<file path="config.mk">
export PLATFORM = sky130hd
export DESIGN_NAME = sum_of_squares_reduce_top
export DESIGN_NICKNAME = d
export VERILOG_FILES = /design/src/hw/rtl/sos_pkg.sv /design/src/hw/rtl/sos_square.sv /design/src/hw/rtl/sos_accum.sv /design/src/hw/rtl/sos_out.sv /design/src/hw/rtl/sum_of_squares_reduce_top.sv
export SDC_FILE = /design/constraint.sdc
export NUM_CORES = 2
export LEC_CHECK = 0
export BUFFER_PORTS_ARGS = -buffer_cell sky130_fd_sc_hd__buf_2
export CORE_MARGIN = 2
export CORE_UTILIZATION = 60
export DETAILED_ROUTE_END_ITERATION = 6
export HOLD_SLACK_MARGIN = 0.03
export PLACE_DENSITY = 0.87
export SKIP_CTS_REPAIR_TIMING = 1
export SLEW_MARGIN = 20
export SYNTH_ARGS = -nofsm -noshare
export SYNTH_HDL_FRONTEND = slang
export SYNTH_HIERARCHICAL = 1
export SYNTH_SLANG_ARGS = --single-unit
</file>
<file path="constraint.sdc">
create_clock -name clk_i -period 11 [get_ports clk_i]
set_input_delay 0.55 -clock clk_i [delete_from_list [all_inputs] [get_ports clk_i]]
set_output_delay 0.55 -clock clk_i [all_outputs]
set_load 0.01 [all_outputs]
</file>
<file path="src/hw/rtl/sos_pkg.sv">
`timescale 1ns / 1ps

package sos_pkg;

  typedef enum logic [1:0] {
    ET_FP16 = 2'd0,
    ET_FP32 = 2'd1,
    ET_BF16 = 2'd2
  } elem_type_e;

  localparam logic [1:0]  CFG_ELEMENT_TYPE = 2'd0;
  localparam logic [1:0]  CFG_REDUCE_COUNT = 2'd1;

  localparam logic [1:0]  ELEMENT_TYPE_RESET = 2'd1;
  localparam logic [31:0] REDUCE_COUNT_RESET = 32'd1;

  localparam logic [31:0] FP32_QNAN = 32'h7FC0_0000;
  localparam logic [31:0] FP32_INF  = 32'h7F80_0000;
  localparam logic [31:0] BF16_BIAS = 32'h0000_7FFF;

  // control that travels with an element
  typedef struct packed {
    logic       last;
    logic [1:0] etype;
  } item_ctrl_t;

  function automatic logic [31:0] half_to_single(input logic [15:0] h);
    logic       s;
    logic [4:0] e;
    logic [9:0] m;
    logic [3:0] p;
    logic [9:0] mn;
    logic [7:0] ex;
    s  = h[15];
    e  = h[14:10];
    m  = h[9:0];
    p  = 4'd0;
    for (int i = 0; i < 10; i++) begin
      if (m[i]) p = 4'(i);
    end
    mn = 10'(m << (4'd10 - p));
    ex = 8'd103 + 8'(p);
    if (e == 5'h1F) begin
      return {s, 8'hFF, m, 13'd0};
    end else if (e == 5'd0) begin
      if (m == 10'd0) return {s, 31'd0};
      return {s, ex, mn, 13'd0};
    end
    return {s, 8'(e) + 8'd112, m, 13'd0};
  endfunction

  function automatic logic [31:0] widen(input logic [31:0] raw, input logic [1:0] t);
    logic [31:0] w;
    unique case (t)
      ET_FP16: w = half_to_single(raw[15:0]);
      ET_BF16: w = {raw[15:0], 16'd0};
      default: w = raw;
    endcase
    return w;
  endfunction

  // round an exact square P * 2^(2E-300) to fp32
  function automatic logic [31:0] square_round(input logic [47:0] p, input logic [7:0] e,
                                               input logic nan, input logic inf);
    logic signed [11:0] s_norm;
    logic signed [11:0] s_sub;
    logic signed [11:0] s;
    logic        [5:0]  sc;
    logic        [11:0] base;
    logic        [97:0] sh;
    logic        [47:0] q;
    logic               g;
    logic               st;
    logic        [47:0] qr;
    logic        [33:0] bits;
    s_norm = p[47] ? 12'sd24 : 12'sd23;
    s_sub  = 12'sd151 - 12'(2 * {4'd0, e});
    if (s_norm >= s_sub) begin
      s    = s_norm;
      base = 12'(s_norm) + 12'(2 * {4'd0, e}) + 12'd23 - 12'd174;
    end else begin
      s    = s_sub;
      base = 12'd0;
    end
    if (s > 12'sd50) sc = 6'd50;
    else if (s < 12'sd0) sc = 6'd0;
    else sc = 6'(s);
    sh   = {p, 50'd0} >> sc;
    q    = sh[97:50];
    g    = sh[49];
    st   = |sh[48:0];
    qr   = q + 48'(g & (st | q[0]));
    bits = {base[10:0], 23'd0} + 34'(qr);
    if (nan) return FP32_QNAN;
    if (inf || bits >= 34'(FP32_INF)) return FP32_INF;
    return bits[31:0];
  endfunction

  // add of two non-negative fp32 values, round to nearest even, NaN made quiet
  function automatic logic [31:0] add_pos(input logic [31:0] x, input logic [31:0] y);
    logic [31:0] a;
    logic [31:0] b;
    logic [7:0]  ea;
    logic [7:0]  eb;
    logic [23:0] ma;
    logic [23:0] mb;
    logic [7:0]  d;
    logic [4:0]  dc;
    logic [53:0] tb;
    logic [26:0] bb;
    logic [27:0] sm;
    logic [23:0] mant;
    logic        g;
    logic        st;
    logic [8:0]  er;
    logic [24:0] mr;
    logic [33:0] bits;
    if ((x[30:23] == 8'hFF && x[22:0] != 23'd0) || (y[30:23] == 8'hFF && y[22:0] != 23'd0))
      return FP32_QNAN;
    if (x[30:23] == 8'hFF || y[30:23] == 8'hFF) return FP32_INF;
    if (x[30:0] >= y[30:0]) begin
      a = x; b = y;
    end else begin
      a = y; b = x;
    end
    ea = (a[30:23] == 8'd0) ? 8'd1 : a[30:23];
    eb = (b[30:23] == 8'd0) ? 8'd1 : b[30:23];
    ma = {a[30:23] != 8'd0, a[22:0]};
    mb = {b[30:23] != 8'd0, b[22:0]};
    d  = ea - eb;
    dc = (d > 8'd27) ? 5'd27 : d[4:0];
    tb = {mb, 3'd0, 27'd0} >> dc;
    bb = {tb[53:28], tb[27] | (|tb[26:0])};
    sm = {1'b0, ma, 3'd0} + {1'b0, bb};
    if (sm[27]) begin
      mant = sm[27:4];
      g    = sm[3];
      st   = |sm[2:0];
      er   = {1'b0, ea} + 9'd1;
    end else begin
      mant = sm[26:3];
      g    = sm[2];
      st   = |sm[1:0];
      er   = {1'b0, ea};
    end
    mr   = {1'b0, mant} + 25'(g & (st | mant[0]));
    bits = {2'd0, er - 9'd1, 23'd0} + 34'(mr);
    if (bits >= 34'(FP32_INF)) return FP32_INF;
    return bits[31:0];
  endfunction

  function automatic logic [15:0] single_to_half(input logic [31:0] b);
    logic               s;
    logic        [7:0]  e;
    logic        [22:0] m;
    logic signed [9:0]  he;
    logic        [23:0] mm;
    logic        [4:0]  sh;
    logic        [47:0] t;
    logic        [14:0] hm;
    logic               g;
    logic               st;
    s  = b[31];
    e  = b[30:23];
    m  = b[22:0];
    he = $signed({2'b00, e}) - 10'sd112;
    mm = {1'b1, m};
    sh = 5'(10'sd14 - he);
    t  = {mm, 24'd0} >> sh;
    if (e == 8'hFF) begin
      return {s, 5'h1F, (m != 23'd0), (m != 23'd0) ? m[21:13] : 9'd0};
    end else if (he >= 10'sd31) begin
      return {s, 15'h7C00};
    end else if (he <= 10'sd0) begin
      if (he < -10'sd10) return {s, 15'd0};
      hm = t[38:24];
      g  = t[23];
      st = |t[22:0];
      return {s, hm + 15'(g & (st | hm[0]))};
    end
    hm = {he[4:0], m[22:13]};
    g  = m[12];
    st = |m[11:0];
    return {s, hm + 15'(g & (st | hm[0]))};
  endfunction

  function automatic logic [31:0] narrow(input logic [31:0] b, input logic [1:0] t);
    logic [31:0] bf;
    logic [31:0] r;
    bf = b + BF16_BIAS + {31'd0, b[16]};
    unique case (t)
      ET_FP16: r = {16'd0, single_to_half(b)};
      ET_BF16: r = {16'd0, bf[31:16]};
      default: r = b;
    endcase
    return r;
  endfunction

endpackage

</file>
<file path="src/hw/rtl/sos_square.sv">
`timescale 1ns / 1ps

// input register, widen + mantissa multiply, round to fp32
module sos_square (
  input  logic                    clk_i,
  input  logic                    rst_ni,
  input  logic                    in_valid_i,
  output logic                    in_ready_o,
  input  logic [31:0]             in_bits_i,
  input  sos_pkg::item_ctrl_t     in_ctrl_i,
  output logic                    sq_valid_o,
  output logic [31:0]             sq_bits_o,
  output sos_pkg::item_ctrl_t     sq_ctrl_o,
  input  logic                    sq_take_i
);

  logic                a_v_q, p_v_q, sq_v_q;
  logic                a_free, p_free, sq_free;
  logic [31:0]         a_bits_q;
  sos_pkg::item_ctrl_t a_ctrl_q, p_ctrl_q, sq_ctrl_q;
  logic [47:0]         p_prod_q, p_prod_d;
  logic [7:0]          p_exp_q, p_exp_d;
  logic                p_nan_q, p_nan_d, p_inf_q, p_inf_d;
  logic [31:0]         sq_bits_q, sq_bits_d;
  logic [31:0]         wide;
  logic [23:0]         mant;

  assign sq_free    = !sq_v_q || sq_take_i;
  assign p_free     = !p_v_q || sq_free;
  assign a_free     = !a_v_q || p_free;
  assign in_ready_o = a_free;

  always_comb begin
    wide     = sos_pkg::widen(a_bits_q, a_ctrl_q.etype);
    mant     = {wide[30:23] != 8'd0, wide[22:0]};
    p_prod_d = mant * mant;
    p_exp_d  = (wide[30:23] == 8'd0) ? 8'd1 : wide[30:23];
    p_nan_d  = (wide[30:23] == 8'hFF) && (wide[22:0] != 23'd0);
    p_inf_d  = (wide[30:23] == 8'hFF) && (wide[22:0] == 23'd0);
    sq_bits_d = sos_pkg::square_round(p_prod_q, p_exp_q, p_nan_q, p_inf_q);
  end

  always_ff @(posedge clk_i or negedge rst_ni) begin
    if (!rst_ni) begin
      a_v_q  <= 1'b0;
      p_v_q  <= 1'b0;
      sq_v_q <= 1'b0;
    end else begin
      if (a_free)  a_v_q  <= in_valid_i;
      if (p_free)  p_v_q  <= a_v_q;
      if (sq_free) sq_v_q <= p_v_q;
    end
  end

  always_ff @(posedge clk_i) begin
    if (a_free && in_valid_i) begin
      a_bits_q <= in_bits_i;
      a_ctrl_q <= in_ctrl_i;
    end
    if (p_free && a_v_q) begin
      p_prod_q <= p_prod_d;
      p_exp_q  <= p_exp_d;
      p_nan_q  <= p_nan_d;
      p_inf_q  <= p_inf_d;
      p_ctrl_q <= a_ctrl_q;
    end
    if (sq_free && p_v_q) begin
      sq_bits_q <= sq_bits_d;
      sq_ctrl_q <= p_ctrl_q;
    end
  end

  assign sq_valid_o = sq_v_q;
  assign sq_bits_o  = sq_bits_q;
  assign sq_ctrl_o  = sq_ctrl_q;

endmodule

</file>
<file path="src/hw/rtl/sos_accum.sv">
`timescale 1ns / 1ps

// fp32 accumulator; closing element parks the sum in a hold register
module sos_accum (
  input  logic                clk_i,
  input  logic                rst_ni,
  input  logic                sq_valid_i,
  input  logic [31:0]         sq_bits_i,
  input  sos_pkg::item_ctrl_t sq_ctrl_i,
  output logic                sq_take_o,
  output logic                h_valid_o,
  output logic [31:0]         h_bits_o,
  output logic [1:0]          h_type_o,
  input  logic                h_take_i
);

  logic [31:0] acc_q, acc_d;
  logic        h_v_q;
  logic [31:0] h_bits_q;
  logic [1:0]  h_type_q;
  logic        h_free;
  logic [31:0] sum;

  assign h_free    = !h_v_q || h_take_i;
  assign sq_take_o = sq_valid_i && (!sq_ctrl_i.last || h_free);

  always_comb begin
    sum   = sos_pkg::add_pos(acc_q, sq_bits_i);
    acc_d = acc_q;
    if (sq_take_o) acc_d = sq_ctrl_i.last ? 32'd0 : sum;
  end

  always_ff @(posedge clk_i or negedge rst_ni) begin
    if (!rst_ni) begin
      acc_q <= 32'd0;
      h_v_q <= 1'b0;
    end else begin
      acc_q <= acc_d;
      if (sq_take_o && sq_ctrl_i.last) h_v_q <= 1'b1;
      else if (h_take_i)               h_v_q <= 1'b0;
    end
  end

  always_ff @(posedge clk_i) begin
    if (sq_take_o && sq_ctrl_i.last) begin
      h_bits_q <= sum;
      h_type_q <= sq_ctrl_i.etype;
    end
  end

  assign h_valid_o = h_v_q;
  assign h_bits_o  = h_bits_q;
  assign h_type_o  = h_type_q;

endmodule

</file>
<file path="src/hw/rtl/sos_out.sv">
`timescale 1ns / 1ps

// format conversion into the output register
module sos_out (
  input  logic        clk_i,
  input  logic        rst_ni,
  input  logic        h_valid_i,
  input  logic [31:0] h_bits_i,
  input  logic [1:0]  h_type_i,
  output logic        h_take_o,
  output logic        out_valid_o,
  input  logic        out_ready_i,
  output logic [31:0] sum_bits_o
);

  logic        o_v_q;
  logic [31:0] o_bits_q, o_bits_d;

  assign h_take_o = !o_v_q || out_ready_i;
  assign o_bits_d = sos_pkg::narrow(h_bits_i, h_type_i);

  always_ff @(posedge clk_i or negedge rst_ni) begin
    if (!rst_ni) begin
      o_v_q <= 1'b0;
    end else if (h_take_o) begin
      o_v_q <= h_valid_i;
    end
  end

  always_ff @(posedge clk_i) begin
    if (h_take_o && h_valid_i) o_bits_q <= o_bits_d;
  end

  assign out_valid_o = o_v_q;
  assign sum_bits_o  = o_bits_q;

endmodule

</file>
<file path="src/hw/rtl/sum_of_squares_reduce_top.sv">
`timescale 1ns / 1ps
// Sum-of-squares reduction, fp32 accumulate.
// A closing element passes the input, product and square registers; its sum then
// passes the hold and output registers. Throughput: one element per cycle; the
// combinational fp32 add into the accumulator register is the loop that sets that
// rate. Stalls only when the result register and hold register are both full.
// Reset: async active low; accumulator +0, counter 0, type fp32, count 1.
module sum_of_squares_reduce_top (
  input  logic        clk_i,
  input  logic        rst_ni,
  // element stream
  input  logic        in_valid_i,
  output logic        in_ready_o,
  input  logic [31:0] element_bits_i,
  // result stream
  output logic        out_valid_o,
  input  logic        out_ready_i,
  output logic [31:0] sum_bits_o,
  // configuration writes
  input  logic        cfg_we_i,
  input  logic [1:0]  cfg_index_i,
  input  logic [31:0] cfg_wdata_i
);

  logic [1:0]          etype_q;
  logic [31:0]         count_q;
  logic [31:0]         cnt_q, cnt_inc, limit;
  logic                in_xfer;
  sos_pkg::item_ctrl_t in_ctrl;

  logic                sq_valid, sq_take;
  logic [31:0]         sq_bits;
  sos_pkg::item_ctrl_t sq_ctrl;
  logic                h_valid, h_take;
  logic [31:0]         h_bits;
  logic [1:0]          h_type;

  assign in_xfer = in_valid_i && in_ready_o;

  // element counter saturates; a count of zero behaves as one
  always_comb begin
    cnt_inc       = (cnt_q == 32'hFFFF_FFFF) ? cnt_q : cnt_q + 32'd1;
    limit         = (count_q == 32'd0) ? 32'd1 : count_q;
    in_ctrl.last  = (cnt_inc >= limit);
    in_ctrl.etype = etype_q;
  end

  always_ff @(posedge clk_i or negedge rst_ni) begin
    if (!rst_ni) begin
      etype_q <= sos_pkg::ELEMENT_TYPE_RESET;
      count_q <= sos_pkg::REDUCE_COUNT_RESET;
      cnt_q   <= 32'd0;
    end else begin
      if (cfg_we_i) begin
        unique case (cfg_index_i)
          sos_pkg::CFG_ELEMENT_TYPE: etype_q <= cfg_wdata_i[1:0];
          sos_pkg::CFG_REDUCE_COUNT: count_q <= cfg_wdata_i;
          default: ;
        endcase
      end
      if (in_xfer) cnt_q <= in_ctrl.last ? 32'd0 : cnt_inc;
    end
  end

  sos_square u_square (
    .clk_i      (clk_i),
    .rst_ni     (rst_ni),
    .in_valid_i (in_valid_i),
    .in_ready_o (in_ready_o),
    .in_bits_i  (element_bits_i),
    .in_ctrl_i  (in_ctrl),
    .sq_valid_o (sq_valid),
    .sq_bits_o  (sq_bits),
    .sq_ctrl_o  (sq_ctrl),
    .sq_take_i  (sq_take)
  );

  sos_accum u_accum (
    .clk_i      (clk_i),
    .rst_ni     (rst_ni),
    .sq_valid_i (sq_valid),
    .sq_bits_i  (sq_bits),
    .sq_ctrl_i  (sq_ctrl),
    .sq_take_o  (sq_take),
    .h_valid_o  (h_valid),
    .h_bits_o   (h_bits),
    .h_type_o   (h_type),
    .h_take_i   (h_take)
  );

  sos_out u_out (
    .clk_i       (clk_i),
    .rst_ni      (rst_ni),
    .h_valid_i   (h_valid),
    .h_bits_i    (h_bits),
    .h_type_i    (h_type),
    .h_take_o    (h_take),
    .out_valid_o (out_valid_o),
    .out_ready_i (out_ready_i),
    .sum_bits_o  (sum_bits_o)
  );

endmodule

</file>
**Word-level counts from Yosys, hierarchy flattened**

Cells that the tools add are included.

- Memories kept: 0
- Logic and storage cells: 222
- Memory bits (read-only): 0
- Register bits: 297
- Bits in latches: 0
- Memory bits (writable): 0

- Divide/modulo/power cells: 0
- Equality and inequality tests: 9
- Bitwise gates (word level): 9
- Multipliers: 1
- Order comparisons: 11
- Mux-type cells: 91
- Reduce and logical (&&, ||, !) cells: 51
- Shift-type cells: 4
- Add/sub/neg operators: 22

Operators with widths:

| kind | number |
|---|---|
| 31-bit two-way mux | 16 |
| 32-bit two-way mux | 9 |
| 98-bit by 6-bit right shift with 84-bit output | 1 |
| 16-bit two-way mux | 6 |
| 23-bit nonzero test | 4 |
| 24-bit two-way mux | 3 |
| 34-bit adder | 2 |
| 34-bit by 31-bit >= comparator with 1-bit output (second input constant) | 2 |
| 32-bit case mux with 2 select lines | 1 |
| 31-bit case mux with 2 select lines | 1 |
| 54-bit by 5-bit right shift with 54-bit output | 1 |
| 49-bit OR reduction | 1 |
| 24-bit by 24-bit multiplier with 48-bit output | 1 |
| 48-bit by 5-bit right shift with 39-bit output | 1 |
| 9-bit two-way mux | 4 |
| 1-bit by 34-bit AND with 34-bit output | 1 |
| 1-bit two-way mux | 34 |
| 32-bit by 25-bit adder with 33-bit output | 1 |
| 32-bit by 1-bit adder with 32-bit output | 1 |
| 32-bit by 1-bit adder with 32-bit output (second input constant) | 1 |
| 32-bit by 15-bit adder with 32-bit output (second input constant) | 1 |
| 32-bit equality test (second input constant) | 1 |
| 8-bit equality test (second input constant) | 4 |
| 32-bit >= comparator | 1 |
| 55 further kinds | 100 |

**Depth between registers and ports, before layout**

- Depth after elaboration: 32
- Gate-level depth with buffers: 61

**By module**

The synthesis kept the hierarchy.

By module, submodules not included:

| module | cells each | times used | seq. area each (µm²) | area each (µm²) |
|---|---|---|---|---|
| sos_square | 2855 | 1 | 3948.8 | 26253.9 |
| sos_accum | 1286 | 1 | 1821.7 | 9835.7 |
| sum_of_squares_reduce_top | 477 | 1 | 1654.1 | 4723.3 |
| sos_out | 537 | 1 | 985.9 | 4659.5 |

**Worst setup path after synthesis**

OpenSTA, ideal clock, no wires.

- Path kind: register to register
- From: register u_square.sq_bits_q[0] (netlist: u_square/sq_bits_o[0])
- To: register u_accum.h_bits_q[6] (netlist: u_accum/h_bits_o[6]) (data pin)
- Setup slack: -1.120 ns
- Required time: 10.731 ns
- Arrival: 11.851 ns
- Path buffers: 11
- Stages on the path, launching flop included: 59
- Clock period less this slack: 12.120 ns
- Cells stage by stage: edfxtp_1 -> ha_1 -> nand2b_1 -> a2111oi_0 -> nor4_1 -> o2111a_1 -> nor2_1 -> buf_2 -> buf_2 -> clkbuf_1 -> clkbuf_1 -> clkbuf_1 -> a21oi_1 -> ha_1 -> clkbuf_1 -> a21oi_1 -> o21bai_1 -> a22oi_1 -> (+23 left out) -> buf_2 -> nand2_1 -> a21o_1 -> nor2_1 -> ha_1 -> and3_1 -> nand4_1 -> nor3_1 -> nand4_1 -> a2111oi_2 -> a31oi_1 -> nand2_1 -> nand2_1 -> or4b_1 -> buf_2 -> o21ai_4 -> buf_2 -> nor2_1

- Word-level cells in the longest chain between the ends: 28

Ends and longest elaborated chain:

| element | RTL line | RTL |
|---|---|---|
| start: declaration | sos_square.sv:24 | `logic [31:0] sq_bits_q, sq_bits_d;` |
| start signal: assignment | sos_square.sv:68 | `sq_bits_q <= sq_bits_d;` |
| 31-bit >= comparator | sos_pkg.sv:121 | `if (x[30:0] >= y[30:0]) begin` |
| 31-bit two-way mux (2 in series) | sos_pkg.sv:121 |  |
| 31-bit two-way mux | sos_pkg.sv:120 | `if (x[30:23] == 8'hFF \|\| y[30:23] == 8'hFF) return FP32_INF;` |
| 8-bit zero test (on tied branches) | sos_pkg.sv:126, sos_pkg.sv:127 |  |
| 8-bit two-way mux (on tied branches) | sos_pkg.sv:126, sos_pkg.sv:127 |  |
| 8-bit subtractor | sos_pkg.sv:130 | `d = ea - eb;` |
| 8-bit by 5-bit greater-than comparator with 1-bit output | sos_pkg.sv:131 | `dc = (d > 8'd27) ? 5'd27 : d[4:0];` |
| 5-bit two-way mux | sos_pkg.sv:131 |  |
| (+12 left out) | n/a |  |
| 34-bit by 31-bit >= comparator with 1-bit output | sos_pkg.sv:148 | `if (bits >= 34'(FP32_INF)) return FP32_INF;` |
| 1-bit two-way mux | sos_pkg.sv:148 |  |
| 1-bit two-way mux | sos_pkg.sv:121 |  |
| 1-bit two-way mux | sos_pkg.sv:120 |  |
| 32-bit two-way mux | sos_pkg.sv:149 | `return bits[31:0];` |
| 32-bit two-way mux | sos_pkg.sv:121 |  |
| 32-bit two-way mux * | sos_pkg.sv:120 |  |
| named net u_accum.sum[6] | sos_accum.sv:22 | `logic [31:0] sum;` |
| end signal: assignment | sos_accum.sv:46 | `h_bits_q <= sum;` |
| end: declaration | sos_accum.sv:19 | `logic [31:0] h_bits_q;` |

Mark *: on every way through the listed nets, which the timed path passes. The rest lies on a longest branch. The select of a mux whose other input is x is not followed.
A chain may end at the register's enable or synchronous reset.

**Worst setup path in the final report**

- From: register u_square.sq_bits_q[1] (netlist: u_square/sq_bits_o[1])
- To: register u_accum.h_bits_q[6] (netlist: u_accum/h_bits_o[6]) (data pin)

Same word-level chain as after synthesis.

==> results.cfg <==
[outcome]
status = finished with violations
failed_checks = DRC

[timing]
relSlewSlack = 0.153
fin_crit_sh = 0.972
max_slew.worst_pin.slew_ps = 1260
hold_viol_final = 0
fin_hold_ws_ps = 149
setup_viol = 0
clock_skew_ps = 41.3
finalSetupTns_ps = 0
clock.fmax_mhz = 93.5
final_max_slew_viol_count = 0
fin_crit_ps = 10690

[placement]
place_area_um2 = 48400
hpwl_mm = 115
globalplace.congestion = 1.04
place_inst = 6255
port_buffers = 103

[critical_path]
ff2ff_path_depth = 53
cp-end-kind = flip-flop
critPathRequiredTime_ps = 11260
criticalPathCategory = reg -> reg
cpPeakStageDelay_ps = 540
crit_arrival_ps = 10960
cpMaxStageDelayCell = or4_4
cp_num_cells = 53
critPathMaxFanout = 8
crit_top_cell = buf_4
path_buf_inv = 10
worstSetupStartpointType = flip-flop
path_delay_family = simple AND/OR/NAND/NOR gates

[finish]
drive_above_1_share = 0.160
area_growth_pct = 11.0
fillers = 5719
finalInstanceArea_um2 = 50400
diodes = 0
fin_nets = 6162
fin_cells = 6360

[clock_tree]
cts_root_buf = clkbuf_16
clk_latency_ps = 580
h-tree-depth = 2
cts_buffer_depth = 3
clock_sinks = 296
cts_tree = built
numCtsBuffers = 34
clkTransAtPathRegs_ps = 60

[global_routing]
antenna_found_initial = 0
overflow = 0
grt_pass1_wl_mm = 230
track_usage = 0.376
grt_pass1_vias = 42069
grt_max_degree = 147

[routing]
post_drt_wl_per_cell_um = 23.5
drt-total-wl_mm = 149
drt_iter0_drc = 4943
detail-route-antenna-nets = 0
drc = 22
drtPass1Iterations = 7
vias = 42319
vias_per_cell = 6.65

[die]
fp.dieH_um = 279
core_um2 = 74700
start_util = 0.608
dieArea_um2 = 78000
die_x_um = 279
io_pins = 105
core.rowCount = 100

[job]
drv_cap = 0

[hold_path]
hold_path_class = in -> reg
hold_path_depth = 1

[synth]
mappedNetlistArea_um2 = 45400
avgSynthCellArea_um2 = 8.82
synthCells = 5154
ys_warn_count = 6
## per-stage QoR
stage          utilization  worst slack [ps]
6_report             0.675               306
5_1_grt              0.675              -144
4_1_cts              0.664             -40.7
3_5_place_dp         0.648              68.8
3_3_place_gp         0.648               267
2_1_floorplan            -              3.30
## cell type report
| cell class | instances | area [um2] | share of cell area |
|---|---|---|---|
| multi-input cells | 3900 | 33800 | 0.670 |
| flip-flops and latches | 296 | 8380 | 0.166 |
| repair buffers | 442 | 3260 | 0.0647 |
| inverters | 691 | 2600 | 0.0515 |
| well taps | 969 | 1210 | 0.0240 |
| clock buffers | 40 | 936 | 0.0186 |
| clock inverters | 22 | 263 | 0.00521 |
## flip-flops by register name, indices dropped and copies added (netlist names)
register and cells:
cnt_q 32, count_q 32, etype_q 2, u_accum/acc_q 31, u_accum/h_bits_o 32, u_accum/h_type_o 2
u_accum/h_valid_o 1, u_out/out_valid_o 1, u_out/sum_bits_o 32, u_square/a_bits_q 31, u_square/a_ctrl_q 3, u_square/a_v_q 1
u_square/p_ctrl_q 3, u_square/p_exp_q 8, u_square/p_inf_q 1, u_square/p_nan_q 1, u_square/p_prod_q 47, u_square/p_v_q 1
u_square/sq_bits_o 31, u_square/sq_ctrl_o 3, u_square/sq_valid_o 1
## worst paths after layout
kind,startpoint,end,slack [ps]
min in group asynchronous,rst_ni,u_accum/acc_q[13],500
worst max-delay path,u_square/sq_bits_o[1],u_accum/h_bits_o[6],310
worst max register to register,u_square/sq_bits_o[1],u_accum/h_bits_o[6],310
max in group asynchronous,rst_ni,etype_q[0],9420
worst min register to register,u_square/sq_ctrl_o[1],u_accum/h_type_o[1],430
worst min-delay path,element_bits_i[26],u_square/a_bits_q[26],150
## cells in the final DEF (no fill, tap or decap), types with 28 or more instances in the layout
cell type	instances
a21oi_1	208
nand2b_1	43
inv_1	676
and3_1	89
fa_1	424
buf_4	322
xnor2_1	131
dfrtp_1	100
buf_2	102
nor2_1	392
edfxtp_1	194
mux2i_1	126
o31ai_1	35
nor4_1	61
clkbuf_16	39
a21o_1	68
mux4_2	39
nand3_1	159
o21ai_0	163
nand4_1	65
o211ai_1	35
a22o_1	29
or2_2	36
o22ai_1	47
a211oi_1	34
or3_1	30
xor2_1	65
nand2_1	429
ha_1	294
nor2b_1	28
and2_1	55
nor3_1	107
o21a_1	31
a31oi_1	37
mux2_2	103
## routing by layer
layer  part of all wire  wire length, um  up-vias  global-route usage
li1                   -                -    18536                   -
met1               0.36            53000    20298               0.457
met2               0.47            70600     2726               0.626
met3               0.10            15100      759              0.0688
met4              0.071            10600        0               0.222
met5                  0                0        -                   0
Power is left out: the tool's default activity adds up to more than one toggle a clock period on the data nets, which glitch-free logic cannot reach.
